--- config.mk ---
export PLATFORM = sky130hd
export DESIGN_NAME = two_wheel_balance_controller
export DESIGN_NICKNAME = d
export VERILOG_FILES = /design/src/hw/rtl/tbc_pkg.sv /design/src/hw/rtl/two_wheel_balance_controller.sv /design/src/hw/rtl/tbc_serial_mul.sv /design/src/hw/rtl/tbc_div5.sv
export SDC_FILE = /design/constraint.sdc
export NUM_CORES = 2
export LEC_CHECK = 0
export BUFFER_PORTS_ARGS = -buffer_cell sky130_fd_sc_hd__buf_2
export CAP_MARGIN = 20
export CORE_ASPECT_RATIO = 1.1
export CORE_MARGIN = 8
export CORE_UTILIZATION = 64
export DETAILED_ROUTE_END_ITERATION = 8
export GPL_TIMING_DRIVEN = 0
export PLACE_DENSITY = 0.81
export SLEW_MARGIN = 10
export SYNTH_ARGS = -nofsm -noshare
export SYNTH_HDL_FRONTEND = slang
export SYNTH_SLANG_ARGS = --single-unit
--- constraint.sdc ---
create_clock -name clk_i -period 13.3 [get_ports clk_i]
set_input_delay 1.33 -clock clk_i [delete_from_list [all_inputs] [get_ports clk_i]]
set_output_delay 1.33 -clock clk_i [all_outputs]
set_load 0.01 [all_outputs]
--- src/hw/rtl/tbc_pkg.sv ---
// ---------------------------------------------------------------------------
// Balance controller package
// Shared types, register indexes and constants for the balance controller.
// ---------------------------------------------------------------------------
package tbc_pkg;

  localparam int unsigned GainW  = 18;
  localparam int unsigned AccW   = 64;
  localparam int unsigned FiltW  = 26;
  localparam int unsigned IntW   = 30;
  localparam int unsigned CfgIdxW = 3;
  localparam int unsigned CfgDatW = 20;
  localparam logic signed [16:0] TiltLimit = 17'sd10240;

  typedef enum logic [2:0] {
    REG_UP_KP   = 3'd0,
    REG_UP_KD   = 3'd1,
    REG_SP_KP   = 3'd2,
    REG_SP_KI   = 3'd3,
    REG_TURN_KP = 3'd4,
    REG_INT_LIM = 3'd5,
    REG_SP_LIM  = 3'd6,
    REG_DUTY_LIM = 3'd7
  } reg_idx_e;

  typedef enum logic [3:0] {
    ST_IDLE,
    ST_UP_P,
    ST_UP_D,
    ST_UP_END,
    ST_FILT,
    ST_INTEG,
    ST_SP_P,
    ST_SP_I,
    ST_SP_END,
    ST_TURN,
    ST_TURN_END,
    ST_MIX,
    ST_OUT
  } state_e;

  // Request to the serial multiplier and its status back.
  typedef struct packed {
    logic                     start;
    logic        [GainW-1:0]  gain;
    logic signed [39:0]       operand;
  } mul_req_t;

  typedef struct packed {
    logic                     done;
    logic signed [AccW-1:0]   product;
  } mul_rsp_t;

endpackage

--- src/hw/rtl/two_wheel_balance_controller.sv ---
// ---------------------------------------------------------------------------
// Two-wheel balance controller
// Upright PD, speed PI and turn P loops mixed into two motor drive values.
// ---------------------------------------------------------------------------
// One item is worked on at a time: five gain products go through one
// bit-serial multiplier, the speed filter goes through a bit-serial divide
// by five, and clamping and mixing follow. A stop request skips all of this
// and answers with zeros. The result is held in an output register; the next
// item is taken once it has been taken.
module two_wheel_balance_controller
  import tbc_pkg::*;
(
  input  logic                      clk_i,
  input  logic                      rst_ni,
  input  logic                      cfg_valid_i,
  output logic                      cfg_ready_o,
  input  logic [CfgIdxW-1:0]        cfg_index_i,
  input  logic [CfgDatW-1:0]        cfg_data_i,
  input  logic                      in_valid_i,
  output logic                      in_ready_o,
  input  logic                      req_type_i,
  input  logic signed [16:0]        pitch_angle_i,
  input  logic signed [15:0]        pitch_rate_i,
  input  logic signed [15:0]        yaw_rate_i,
  input  logic signed [15:0]        left_count_i,
  input  logic signed [15:0]        right_count_i,
  input  logic signed [7:0]         steer_offset_i,
  input  logic signed [15:0]        turn_target_i,
  output logic                      out_valid_o,
  input  logic                      out_ready_i,
  output logic [14:0]               left_duty_o,
  output logic                      left_reverse_o,
  output logic [14:0]               right_duty_o,
  output logic                      right_reverse_o,
  output logic                      drive_on_o,
  output logic                      tilt_fault_o
);

  state_e state_q, state_d;

  logic [GainW-1:0] up_kp_q, up_kd_q, sp_kp_q, sp_ki_q, turn_kp_q;
  logic [19:0]      int_lim_q;
  logic [14:0]      sp_lim_q, duty_lim_q;

  logic signed [FiltW-1:0] filt_q;
  logic signed [IntW-1:0]  integ_q;

  // Latched input item.
  logic signed [16:0] pitch_q;
  logic signed [15:0] prate_q, yrate_q, lc_q, rc_q, target_q;
  logic signed [7:0]  steer_q;

  logic signed [AccW-1:0] acc_q, acc_d;
  logic signed [16:0]     up_q, up_d, turn_q, turn_d;
  logic signed [16:0]     vel_q, vel_d;
  logic signed [17:0]     left_q, left_d, right_q, right_d;

  logic [14:0] l_duty_q, r_duty_q;
  logic        l_rev_q, r_rev_q, drive_q, tilt_q, ovalid_q;

  mul_req_t mreq;
  mul_rsp_t mrsp;
  logic     div_start, div_done;
  logic signed [FiltW-1:0] div_quot;
  logic signed [31:0]      div_num;

  logic tilt;
  logic signed [AccW-1:0] sh16, sh8;
  logic signed [AccW-1:0] ilim, integ_sum, splim;
  logic signed [18:0]     mix_l, mix_r, dl;

  function automatic logic signed [AccW-1:0] shr_tz(input logic signed [AccW-1:0] v,
                                                   input int unsigned s);
    logic [AccW-1:0] m;
    begin
      m = v[AccW-1] ? AccW'(-v) : AccW'(v);
      m = m >> s;
      shr_tz = v[AccW-1] ? -$signed(m) : $signed(m);
    end
  endfunction

  function automatic logic signed [16:0] sat16(input logic signed [AccW-1:0] v);
    begin
      if (v > 64'sd32767) sat16 = 17'sd32767;
      else if (v < -64'sd32768) sat16 = -17'sd32768;
      else sat16 = 17'(v);
    end
  endfunction

  assign tilt = (pitch_q > TiltLimit) || (pitch_q < -TiltLimit);
  assign sh16 = shr_tz(acc_q + mrsp.product, 16);
  assign sh8  = shr_tz(mrsp.product, 8);
  assign ilim = $signed({36'd0, int_lim_q, 8'd0});
  assign splim = $signed({49'd0, sp_lim_q});
  assign integ_sum = AccW'(integ_q) + AccW'(filt_q) + (AccW'(steer_q) <<< 8);
  assign dl = 19'(duty_lim_q);
  assign mix_l = 19'(up_q) + 19'(vel_q) + 19'(turn_q);
  assign mix_r = 19'(up_q) + 19'(vel_q) - 19'(turn_q);
  assign div_num = (32'(lc_q) + 32'(rc_q)) * 32'sd256 + 32'(filt_q) * 32'sd4;

  assign in_ready_o  = (state_q == ST_IDLE) && !ovalid_q;
  assign cfg_ready_o = 1'b1;

  // Next state.
  always_comb begin
    state_d = state_q;
    unique case (state_q)
      ST_IDLE:     if (in_valid_i && in_ready_o) state_d = req_type_i ? ST_IDLE : ST_UP_P;
      ST_UP_P:     if (mrsp.done) state_d = ST_UP_D;
      ST_UP_D:     if (mrsp.done) state_d = ST_FILT;
      ST_FILT:     if (div_done) state_d = ST_INTEG;
      ST_INTEG:    state_d = ST_SP_P;
      ST_SP_P:     if (mrsp.done) state_d = ST_SP_I;
      ST_SP_I:     if (mrsp.done) state_d = ST_TURN;
      ST_TURN:     if (mrsp.done) state_d = ST_MIX;
      ST_MIX:      state_d = ST_OUT;
      ST_OUT:      state_d = ST_IDLE;
      default:     state_d = ST_IDLE;
    endcase
  end

  // Outputs of the sequencer: multiplier and divider launches.
  always_comb begin
    mreq.start   = 1'b0;
    mreq.gain    = up_kp_q;
    mreq.operand = 40'(pitch_q);
    div_start    = 1'b0;
    unique case (state_q)
      ST_IDLE: begin
        mreq.start = in_valid_i && in_ready_o && !req_type_i;
        mreq.operand = 40'(pitch_angle_i);
      end
      ST_UP_P: begin
        mreq.start   = mrsp.done;
        mreq.gain    = up_kd_q;
        mreq.operand = 40'(prate_q) <<< 8;
      end
      ST_UP_D:  div_start = mrsp.done;
      ST_INTEG: begin
        mreq.start   = 1'b1;
        mreq.gain    = sp_kp_q;
        mreq.operand = 40'(filt_q);
      end
      ST_SP_P: begin
        mreq.start   = mrsp.done;
        mreq.gain    = sp_ki_q;
        mreq.operand = 40'(integ_q);
      end
      ST_SP_I: begin
        mreq.start   = mrsp.done;
        mreq.gain    = turn_kp_q;
        mreq.operand = 40'(yrate_q) - 40'(target_q);
      end
      default: ;
    endcase
  end

  // Datapath updates.
  always_comb begin
    acc_d   = acc_q;
    up_d    = up_q;
    vel_d   = vel_q;
    turn_d  = turn_q;
    left_d  = left_q;
    right_d = right_q;
    unique case (state_q)
      ST_UP_P: if (mrsp.done) acc_d = mrsp.product;
      ST_UP_D: if (mrsp.done) up_d = sat16(sh16);
      ST_SP_P: if (mrsp.done) acc_d = mrsp.product;
      ST_SP_I: if (mrsp.done) begin
        if (sh16 > splim) vel_d = 17'(sp_lim_q);
        else if (sh16 < -splim) vel_d = -17'(sp_lim_q);
        else vel_d = 17'(sh16);
      end
      ST_TURN: if (mrsp.done) turn_d = sat16(sh8);
      ST_MIX: begin
        left_d  = (mix_l > dl) ? 18'(dl) : (mix_l < -dl) ? 18'(-dl) : 18'(mix_l);
        right_d = (mix_r > dl) ? 18'(dl) : (mix_r < -dl) ? 18'(-dl) : 18'(mix_r);
      end
      default: ;
    endcase
  end

  always_ff @(posedge clk_i or negedge rst_ni) begin
    if (!rst_ni) begin
      state_q    <= ST_IDLE;
      up_kp_q    <= GainW'(117760);
      up_kd_q    <= GainW'(256);
      sp_kp_q    <= GainW'(43520);
      sp_ki_q    <= GainW'(205);
      turn_kp_q  <= GainW'(307);
      int_lim_q  <= 20'd10000;
      sp_lim_q   <= 15'd3000;
      duty_lim_q <= 15'd7000;
      filt_q     <= '0;
      integ_q    <= '0;
      ovalid_q   <= 1'b0;
      l_duty_q   <= '0;
      r_duty_q   <= '0;
      l_rev_q    <= 1'b0;
      r_rev_q    <= 1'b0;
      drive_q    <= 1'b0;
      tilt_q     <= 1'b0;
    end else begin
      state_q <= state_d;
      if (cfg_valid_i) begin
        unique case (reg_idx_e'(cfg_index_i))
          REG_UP_KP:    up_kp_q    <= cfg_data_i[GainW-1:0];
          REG_UP_KD:    up_kd_q    <= cfg_data_i[GainW-1:0];
          REG_SP_KP:    sp_kp_q    <= cfg_data_i[GainW-1:0];
          REG_SP_KI:    sp_ki_q    <= cfg_data_i[GainW-1:0];
          REG_TURN_KP:  turn_kp_q  <= cfg_data_i[GainW-1:0];
          REG_INT_LIM:  int_lim_q  <= cfg_data_i;
          REG_SP_LIM:   sp_lim_q   <= cfg_data_i[14:0];
          REG_DUTY_LIM: duty_lim_q <= cfg_data_i[14:0];
          default: ;
        endcase
      end
      if (out_valid_o && out_ready_i) ovalid_q <= 1'b0;
      if (state_q == ST_IDLE && in_valid_i && in_ready_o && req_type_i) begin
        // A stop request clears the integral and answers with all zeros.
        integ_q  <= '0;
        ovalid_q <= 1'b1;
        l_duty_q <= '0;
        r_duty_q <= '0;
        l_rev_q  <= 1'b0;
        r_rev_q  <= 1'b0;
        drive_q  <= 1'b0;
        tilt_q   <= 1'b0;
      end
      if (state_q == ST_FILT && div_done) filt_q <= div_quot;
      if (state_q == ST_INTEG) begin
        if (integ_sum > ilim) integ_q <= IntW'(ilim);
        else if (integ_sum < -ilim) integ_q <= IntW'(-ilim);
        else integ_q <= IntW'(integ_sum);
      end
      if (state_q == ST_OUT) begin
        ovalid_q <= 1'b1;
        if (tilt) begin
          integ_q  <= '0;
          l_duty_q <= '0;
          r_duty_q <= '0;
          l_rev_q  <= 1'b0;
          r_rev_q  <= 1'b0;
          drive_q  <= 1'b0;
          tilt_q   <= 1'b1;
        end else begin
          l_rev_q  <= left_q[17];
          r_rev_q  <= right_q[17];
          l_duty_q <= left_q[17] ? 15'(-left_q) : left_q[14:0];
          r_duty_q <= right_q[17] ? 15'(-right_q) : right_q[14:0];
          drive_q  <= 1'b1;
          tilt_q   <= 1'b0;
        end
      end
    end
  end

  always_ff @(posedge clk_i) begin
    if (state_q == ST_IDLE && in_valid_i && in_ready_o) begin
      pitch_q  <= pitch_angle_i;
      prate_q  <= pitch_rate_i;
      yrate_q  <= yaw_rate_i;
      lc_q     <= left_count_i;
      rc_q     <= right_count_i;
      steer_q  <= steer_offset_i;
      target_q <= turn_target_i;
    end
    acc_q   <= acc_d;
    up_q    <= up_d;
    vel_q   <= vel_d;
    turn_q  <= turn_d;
    left_q  <= left_d;
    right_q <= right_d;
  end

  tbc_serial_mul u_mul (
    .clk_i  (clk_i),
    .rst_ni (rst_ni),
    .req_i  (mreq),
    .rsp_o  (mrsp)
  );

  tbc_div5 u_div (
    .clk_i   (clk_i),
    .rst_ni  (rst_ni),
    .start_i (div_start),
    .num_i   (div_num),
    .done_o  (div_done),
    .quot_o  (div_quot)
  );

  assign out_valid_o     = ovalid_q;
  assign left_duty_o     = l_duty_q;
  assign left_reverse_o  = l_rev_q;
  assign right_duty_o    = r_duty_q;
  assign right_reverse_o = r_rev_q;
  assign drive_on_o      = drive_q;
  assign tilt_fault_o    = tilt_q;

endmodule

--- src/hw/rtl/tbc_serial_mul.sv ---
// ---------------------------------------------------------------------------
// Bit-serial multiplier
// Multiplies a signed operand by an unsigned gain, one gain bit per cycle.
// ---------------------------------------------------------------------------
module tbc_serial_mul
  import tbc_pkg::*;
(
  input  logic     clk_i,
  input  logic     rst_ni,
  input  mul_req_t req_i,
  output mul_rsp_t rsp_o
);

  localparam int unsigned CntW = $clog2(GainW + 1);

  logic [GainW-1:0]      gain_q, gain_d;
  logic signed [AccW-1:0] mcand_q, mcand_d;
  logic signed [AccW-1:0] acc_q, acc_d;
  logic [CntW-1:0]       cnt_q, cnt_d;
  logic                  busy_q, busy_d;
  logic                  done_q, done_d;

  always_comb begin
    gain_d  = gain_q;
    mcand_d = mcand_q;
    acc_d   = acc_q;
    cnt_d   = cnt_q;
    busy_d  = busy_q;
    done_d  = 1'b0;
    if (req_i.start) begin
      gain_d  = req_i.gain;
      mcand_d = AccW'(req_i.operand);
      acc_d   = '0;
      cnt_d   = CntW'(GainW);
      busy_d  = 1'b1;
    end else if (busy_q) begin
      if (gain_q[0]) acc_d = acc_q + mcand_q;
      gain_d  = gain_q >> 1;
      mcand_d = mcand_q <<< 1;
      cnt_d   = cnt_q - 1'b1;
      if (cnt_q == CntW'(1)) begin
        busy_d = 1'b0;
        done_d = 1'b1;
      end
    end
  end

  always_ff @(posedge clk_i or negedge rst_ni) begin
    if (!rst_ni) begin
      busy_q <= 1'b0;
      done_q <= 1'b0;
      cnt_q  <= '0;
    end else begin
      busy_q <= busy_d;
      done_q <= done_d;
      cnt_q  <= cnt_d;
    end
  end

  always_ff @(posedge clk_i) begin
    gain_q  <= gain_d;
    mcand_q <= mcand_d;
    acc_q   <= acc_d;
  end

  assign rsp_o.done    = done_q;
  assign rsp_o.product = acc_q;

endmodule

--- src/hw/rtl/tbc_div5.sv ---
// ---------------------------------------------------------------------------
// Divide by five
// Restoring division of a signed value by five, one quotient bit per cycle.
// ---------------------------------------------------------------------------
module tbc_div5
  import tbc_pkg::*;
(
  input  logic                    clk_i,
  input  logic                    rst_ni,
  input  logic                    start_i,
  input  logic signed [31:0]      num_i,
  output logic                    done_o,
  output logic signed [FiltW-1:0] quot_o
);

  localparam int unsigned NumW = 32;
  localparam int unsigned CntW = $clog2(NumW + 1);

  logic [NumW-1:0] num_q, num_d;
  logic [3:0]      rem_q, rem_d;
  logic [CntW-1:0] cnt_q, cnt_d;
  logic            neg_q, neg_d;
  logic            busy_q, busy_d;
  logic            done_q, done_d;
  logic [4:0]      trial;

  always_comb begin
    num_d  = num_q;
    rem_d  = rem_q;
    cnt_d  = cnt_q;
    neg_d  = neg_q;
    busy_d = busy_q;
    done_d = 1'b0;
    trial  = {rem_q, num_q[NumW-1]};
    if (start_i) begin
      neg_d  = num_i[NumW-1];
      num_d  = num_i[NumW-1] ? NumW'(-num_i) : NumW'(num_i);
      rem_d  = '0;
      cnt_d  = CntW'(NumW);
      busy_d = 1'b1;
    end else if (busy_q) begin
      // The quotient bits shift into the vacated low end of the dividend.
      if (trial >= 5'd5) begin
        rem_d = 4'(trial - 5'd5);
        num_d = {num_q[NumW-2:0], 1'b1};
      end else begin
        rem_d = trial[3:0];
        num_d = {num_q[NumW-2:0], 1'b0};
      end
      cnt_d = cnt_q - 1'b1;
      if (cnt_q == CntW'(1)) begin
        busy_d = 1'b0;
        done_d = 1'b1;
      end
    end
  end

  always_ff @(posedge clk_i or negedge rst_ni) begin
    if (!rst_ni) begin
      busy_q <= 1'b0;
      done_q <= 1'b0;
      cnt_q  <= '0;
    end else begin
      busy_q <= busy_d;
      done_q <= done_d;
      cnt_q  <= cnt_d;
    end
  end

  always_ff @(posedge clk_i) begin
    num_q <= num_d;
    rem_q <= rem_d;
    neg_q <= neg_d;
  end

  assign done_o = done_q;
  assign quot_o = neg_q ? -FiltW'(num_q) : FiltW'(num_q);

endmodule

# After elaboration in Yosys (flattened, before gate mapping)
# Cells that the tools add are included.
# op_classes
reduce_logical	33
eq_ne	25
n_mux	76
add_sub_neg	25
magnitude_cmp	15
# ops
op	count
2-to-1 mux 64 bit	6
one-hot mux 40 bit (5 select lines)	1
2-to-1 mux 30 bit	6
2-to-1 mux 15 bit	10
adder 64 bit	2
greater-than comparator 64 x 16 -> 1 bit, second input constant	2
< comparator 64 x 16 -> 1 bit, second input constant	2
negation 64 bit	2
2-to-1 mux 32 bit	3
2-to-1 mux 18 bit	4
one-hot mux 18 bit (4 select lines)	1
greater-than comparator 64 x 16 -> 1 bit	1
< comparator 32 x 64 -> 1 bit	1
< comparator 64 bit	1
negation 15 -> 64 bit	1
negation 28 -> 64 bit	1
negation 48 -> 64 bit	1
negation 56 -> 64 bit	1
2-to-1 mux 17 bit	3
greater-than comparator 19 x 16 -> 1 bit	2
< comparator 19 bit	2
one-hot mux 4 bit (9 select lines)	1
adder 31 x 16 -> 32 bit	1
greater-than comparator 32 x 29 -> 1 bit	1
46 further kinds	118
# totals
input_bits	134
reg_bits	689
word_cells	220
output_inout_bits	37

# Logic depth before layout (Yosys ltp)
# depth
ltp_word	8
ltp_mapped	45
depth_no_buf	37

# By module
# From an unflattened synthesis, not the netlist that was laid out.
# unflattened
hier_cells	6058
hier_area_um2	54906.4
# by_module_without_submodules
mod	cells_each	area_each_um2	seq_area_each_um2	n_inst
two_wheel_balance_controller	4602	41698.7	13496.7	1
tbc_serial_mul	1068	9826.9	3918.8	1
tbc_div5	388	3380.7	1271.2	1

# Worst setup path after synthesis
# No wires, ideal clock.
# synth_path
path_type	register to register
start	reg u_mul.acc_q[9]
end	reg vel_q[0], data pin
period_less_slack_ns	9.248
arrival_ns	8.966
path_buffers	8
setup_time_ns	0.282
setup_slack_ns	4.052
path_stages_with_launch	45
t_required_ns	13.018
path_cell_list	dfxtp_1 ha_1 clkbuf_1 nand2_1 o21a_1 o21a_1 o31ai_4 a211o_2 a31oi_4 o311ai_4 a221o_1 buf_6 xnor2_2 clkbuf_1 clkbuf_1 clkbuf_1 o21ai_0 xnor2_1 [... 9 more ...] a31oi_1 ha_1 nor2b_1 o21ai_0 nand2b_1 a21oi_1 nor2b_1 o21ai_0 nand2b_1 a21oi_1 nor2_1 a211oi_1 o211ai_1 o22ai_1 clkbuf_1 nor3_1 a221oi_1 o311ai_0
# synth_via
elab_chain_len	8
word_cells_on_any_way	9
classes_between	add/sub: 3; order compare: 2; mux: 4
# synth_lines
item	line	rtl
from (decl)	tbc_serial_mul.sv:18	logic signed [AccW-1:0] acc_q, acc_d;
from (signal assigned)	tbc_serial_mul.sv:63	acc_q <= acc_d;
adder 64 bit *	two_wheel_balance_controller.sv:91	assign sh16 = shr_tz(acc_q + mrsp.product, 16);
negation 64 bit	two_wheel_balance_controller.sv:76	m = v[AccW-1] ? AccW'(-v) : AccW'(v);
2-to-1 mux 64 bit	two_wheel_balance_controller.sv:76	
negation 48 -> 64 bit	two_wheel_balance_controller.sv:78	shr_tz = v[AccW-1] ? -$signed(m) : $signed(m);
2-to-1 mux 64 bit *	two_wheel_balance_controller.sv:78	
< comparator 64 bit	two_wheel_balance_controller.sv:172	else if (sh16 < -splim) vel_d = -17'(sp_lim_q);
2-to-1 mux 17 bit	two_wheel_balance_controller.sv:172	
2-to-1 mux 15 bit *	two_wheel_balance_controller.sv:171	if (sh16 > splim) vel_d = 17'(sp_lim_q);
to (signal assigned)	two_wheel_balance_controller.sv:271	vel_q <= vel_d;
to (decl)	two_wheel_balance_controller.sv:55	logic signed [16:0] vel_q, vel_d;
# Every way passes the cells marked *; elsewhere a longest branch is shown, timed or not.
# A chain may end at the register's enable or synchronous reset.

# Worst setup path after layout
# layout_path
start	reg u_mul.acc_q[8]
end	reg vel_q[0], data pin
# Same word-level chain as after synthesis.

==> impl_metrics.py <==
metrics = {
    "clock_network": {
        "cts_max_level": 3,
        "cts_root_buffer": "clkbuf_16",
        "post-cts-setup-buffer-count": 0,
        "numCtsBuffers": 73,
        "cts_buffer_depth": 3,
        "clock_latency_ns": 0.65,
        "cts_tree": "done",
        "clk_pin_slew_worst_paths_ns": 0.06,
        "cts_sinks": 685,
    },
    "global_route": {
        "grt_first_pass_wirelength_um": 235000,
        "grt-ovfl-total": 0,
        "grt_pass1_vias": 44200,
        "grt_usage_pct": 32.0,
        "grt_max_degree": 104,
        "antenna_found_initial": 1,
    },
    "pwr": {
        "total_leakage_power_uw": 0.0244,
        "fin_total_pwr_uw": 13200,
        "power-per-cell-area_nw_per_um2": 230,
        "ir_drop_mv": 0.163,
    },
    "synthesis": {
        "netlist_instances": 5704,
        "synthTopCellsByArea": "edfxtp_1, ha_1, dfrtp_1",
        "synth_top_area_share_pct": 21.0,
        "synth_warnings": 0,
        "avgSynthCellArea_um2": 9.20,
        "syn_area_um2": 52500,
        "synthDistinctLibCells": 103,
        "ys_seq_area_share_pct": 35.6,
        "synth_seq_cells": 685,
        "synthArstFlopShare_pct": 36.5,
        "mappedNetlistNets": 6361,
        "synth.most_common_cell": "nand2_1",
        "synth_flop_cell": "edfxtp_1",
        "synth_edf_count": 367,
        "netlist_top_cells_count": "nand2_1, ha_1, a21oi_1, nor2_1, o21ai_0",
        "yosysTopAreaCell": "edfxtp_1",
    },
    "timing": {
        "slew_headroom_pct": 22.1,
        "worst_pin_slew_ns": 1.17,
        "finalCritPeriodShare_pct": 93.4,
        "finalHoldViolCount": 0,
        "fmax_mhz": 80.5,
        "fin_skew_ns": 0.0381,
        "tns_ns": 0,
        "slew_violations": 0,
        "fin_crit_ns": 12.42,
        "setup_viol": 0,
        "rsz0062_at_grt": "no",
    },
    "setup_path": {
        "cpMostUsedCell": "clkbuf_1",
        "reg2reg_to": "vel_q[0]",
        "cp-start-kind": "flip-flop",
        "critPathCaptureType": "flip-flop",
        "cpPeakStageDelay_ns": 0.74,
        "crit_path_start": "u_mul.acc_q[8]",
        "r2r_cells": 43,
        "crit_end": "vel_q[0]",
        "crit_type": "flip-flop to flip-flop",
        "reg2reg_slack_ns": 0.88,
        "cp.arrival_ns": 12.71,
        "critPathRequiredTime_ns": 13.59,
        "crit_slowest_cell": "nor4_1",
        "crit_path_max_fanout": 10,
        "r2r_start": "u_mul.acc_q[8]",
    },
    "cells_and_area": {
        "final_cells": 7079,
        "n_antenna_cell": 0,
        "n_fill_cell": 6308,
        "drive_gt1_share_pct": 9.73,
        "syn2layout_area_growth_pct": 9.37,
        "final_nets": 6612,
    },
    "placement": {
        "place.gp.congestion": 1.00,
        "hpwl_um": 117000,
        "port-buffer-count": 166,
        "dp_cells": 6941,
    },
    "route": {
        "ant_nets": 0,
        "wl_per_cell_um": 21.2,
        "num_vias": 45600,
        "dr.pass1.iters": 9,
        "routed_wl_um": 150000,
        "drcViolationCount": 0,
        "drtIter0Drc": 4183,
        "vias_per_cell": 6.44,
    },
    "floorplanning": {
        "initial_utilization_pct": 64.3,
        "fp.coreArea_um2": 81600,
        "row_count": 110,
        "die_y_um": 316,
        "ioPinCount": 171,
        "die_area_um2": 91500,
        "die_width_um": 289,
    },
    "outcome": {
        "outcome": "complete, no violations",
    },
    "flow_run": {
        "drv_cap": 0,
    },
    "min_path": {
        "hp-class": "flip-flop to flip-flop",
    },
}
==> cell families after synthesis <==
logic type               Yosys count  share of synthesized area, %
AO/OA/AOI/OAI                   1570                          19.4
XOR/XNOR                         415                          6.94
adder cells (fa/ha/maj)          524                          12.9
buffers and inverters            513                          3.75
flip-flops                       685                          35.6
multiplexers                     234                          4.84
other                              1                       0.00714
AND/OR/NAND/NOR                 1762                          16.6
==> critical path: cells and delay by family, from the launching register on <==
kind                       cells  cell delay (ns)
AOI/OAI and AO/OA             19             4.62
buffers and inverters          8             2.99
DFF                            1             0.55
xor gates and xnor gates       2             0.54
and+or+nand+nor               10             2.19
muxes                          1             0.22
adders and majority gates      3             0.92
==> what timing repair did <==
| item | CTS | global route |
|---|---|---|
| hold buffers | 0 | 0 |
| setup endpoints to repair | 0 | 1 |
| gates resized for setup | 0 | 1 |
==> worst min path at each step <==
stage	depth (start not counted)	slack [ns]	to	start
floorplan	0	0.46	acc_q[59]	u_mul.acc_q[59]
global placement	2	0.46	drive_on_o	drive_on_o
detailed placement	1	0.46	tilt_fault_o	tilt_fault_o
CTS	2	0.48	right_duty_o[11]	right_duty_o[11]
global route	2	0.49	right_duty_o[8]	right_duty_o[8]
finish	2	0.47	left_duty_o[11]	left_duty_o[11]
==> routing by layer <==
metal / share of wire [%] / vias to the layer above / wire [um] / track usage, %
li1: - / 21600 / - / -
met1: 40 / 21600 / 59400 / 39.1
met2: 47 / 1961 / 70900 / 54.1
met3: 7.2 / 426 / 10800 / 4.76
met4: 6.0 / 0 / 9010 / 17.9
met5: 0 / - / 0 / 0
==> where the power goes <==
group	total [uW]	internal, uW	switching (uW)
Combinational	7620	2960	4660
Sequential	3420	2900	521
Clock	2170	1270	897
==> cells in the final DEF (no fill, tap or decap), types with 54 or more instances in the layout <==
cell type / n
a21o_1: 161
a21oi_1: 408
a31oi_1: 89
and3_1: 65
buf_2: 173
clkbuf_1: 225
clkbuf_16: 76
dfrtp_1: 211
dfxtp_1: 68
edfxtp_1: 367
ha_1: 492
inv_1: 273
mux2_2: 159
mux2i_1: 75
nand2_1: 517
nand2b_1: 82
nand3_1: 117
nand4_1: 85
nor2_1: 405
nor2b_1: 78
nor3_1: 108
o21a_1: 80
o21ai_0: 371
o21bai_1: 54
or3_1: 59
xnor2_1: 242
xor2_1: 172
==> state kept, by name, summed over array words and instances, names as in the netlist, 17 cells and up <==
name,count
acc_q,64
u_mul.acc_q,64
u_mul.mcand_q,64
u_div.num_q,32
integ_q,30
filt_q,26
int_lim_q,20
sp_ki_q,18
sp_kp_q,18
turn_kp_q,18
u_mul.gain_q,18
up_kd_q,18
up_kp_q,18
pitch_q,17
turn_q,17
up_q,17
vel_q,17
==> metrics by stage <==
stage | worst slack [ns] | hold slack [ns] | instance area [um^2] | util [%]
floorplan | 4.05 | 0.457 | 52500 | -
global placement | 0.922 | 0.460 | 54700 | 67.0
detailed placement | 0.823 | 0.465 | 54900 | 67.2
CTS | 0.749 | 0.478 | 57400 | 70.3
global route | 0.145 | 0.494 | 57400 | 70.4
finish | 0.879 | 0.473 | 57400 | 70.4
==> area by class of cell <==
type | instances | area (um^2) | area share (%)
plain buffers | 237 | 932 | 1.62
flip-flops and latches | 685 | 18700 | 32.5
multi-input cells | 4506 | 31900 | 55.5
inverters | 276 | 1040 | 1.81
repair buffers | 176 | 990 | 1.72
clock inverters | 36 | 465 | 0.811
well taps | 1064 | 1330 | 2.32
clock buffers | 99 | 2080 | 3.62
No activity file was read; power rests on OpenSTA's default activity.
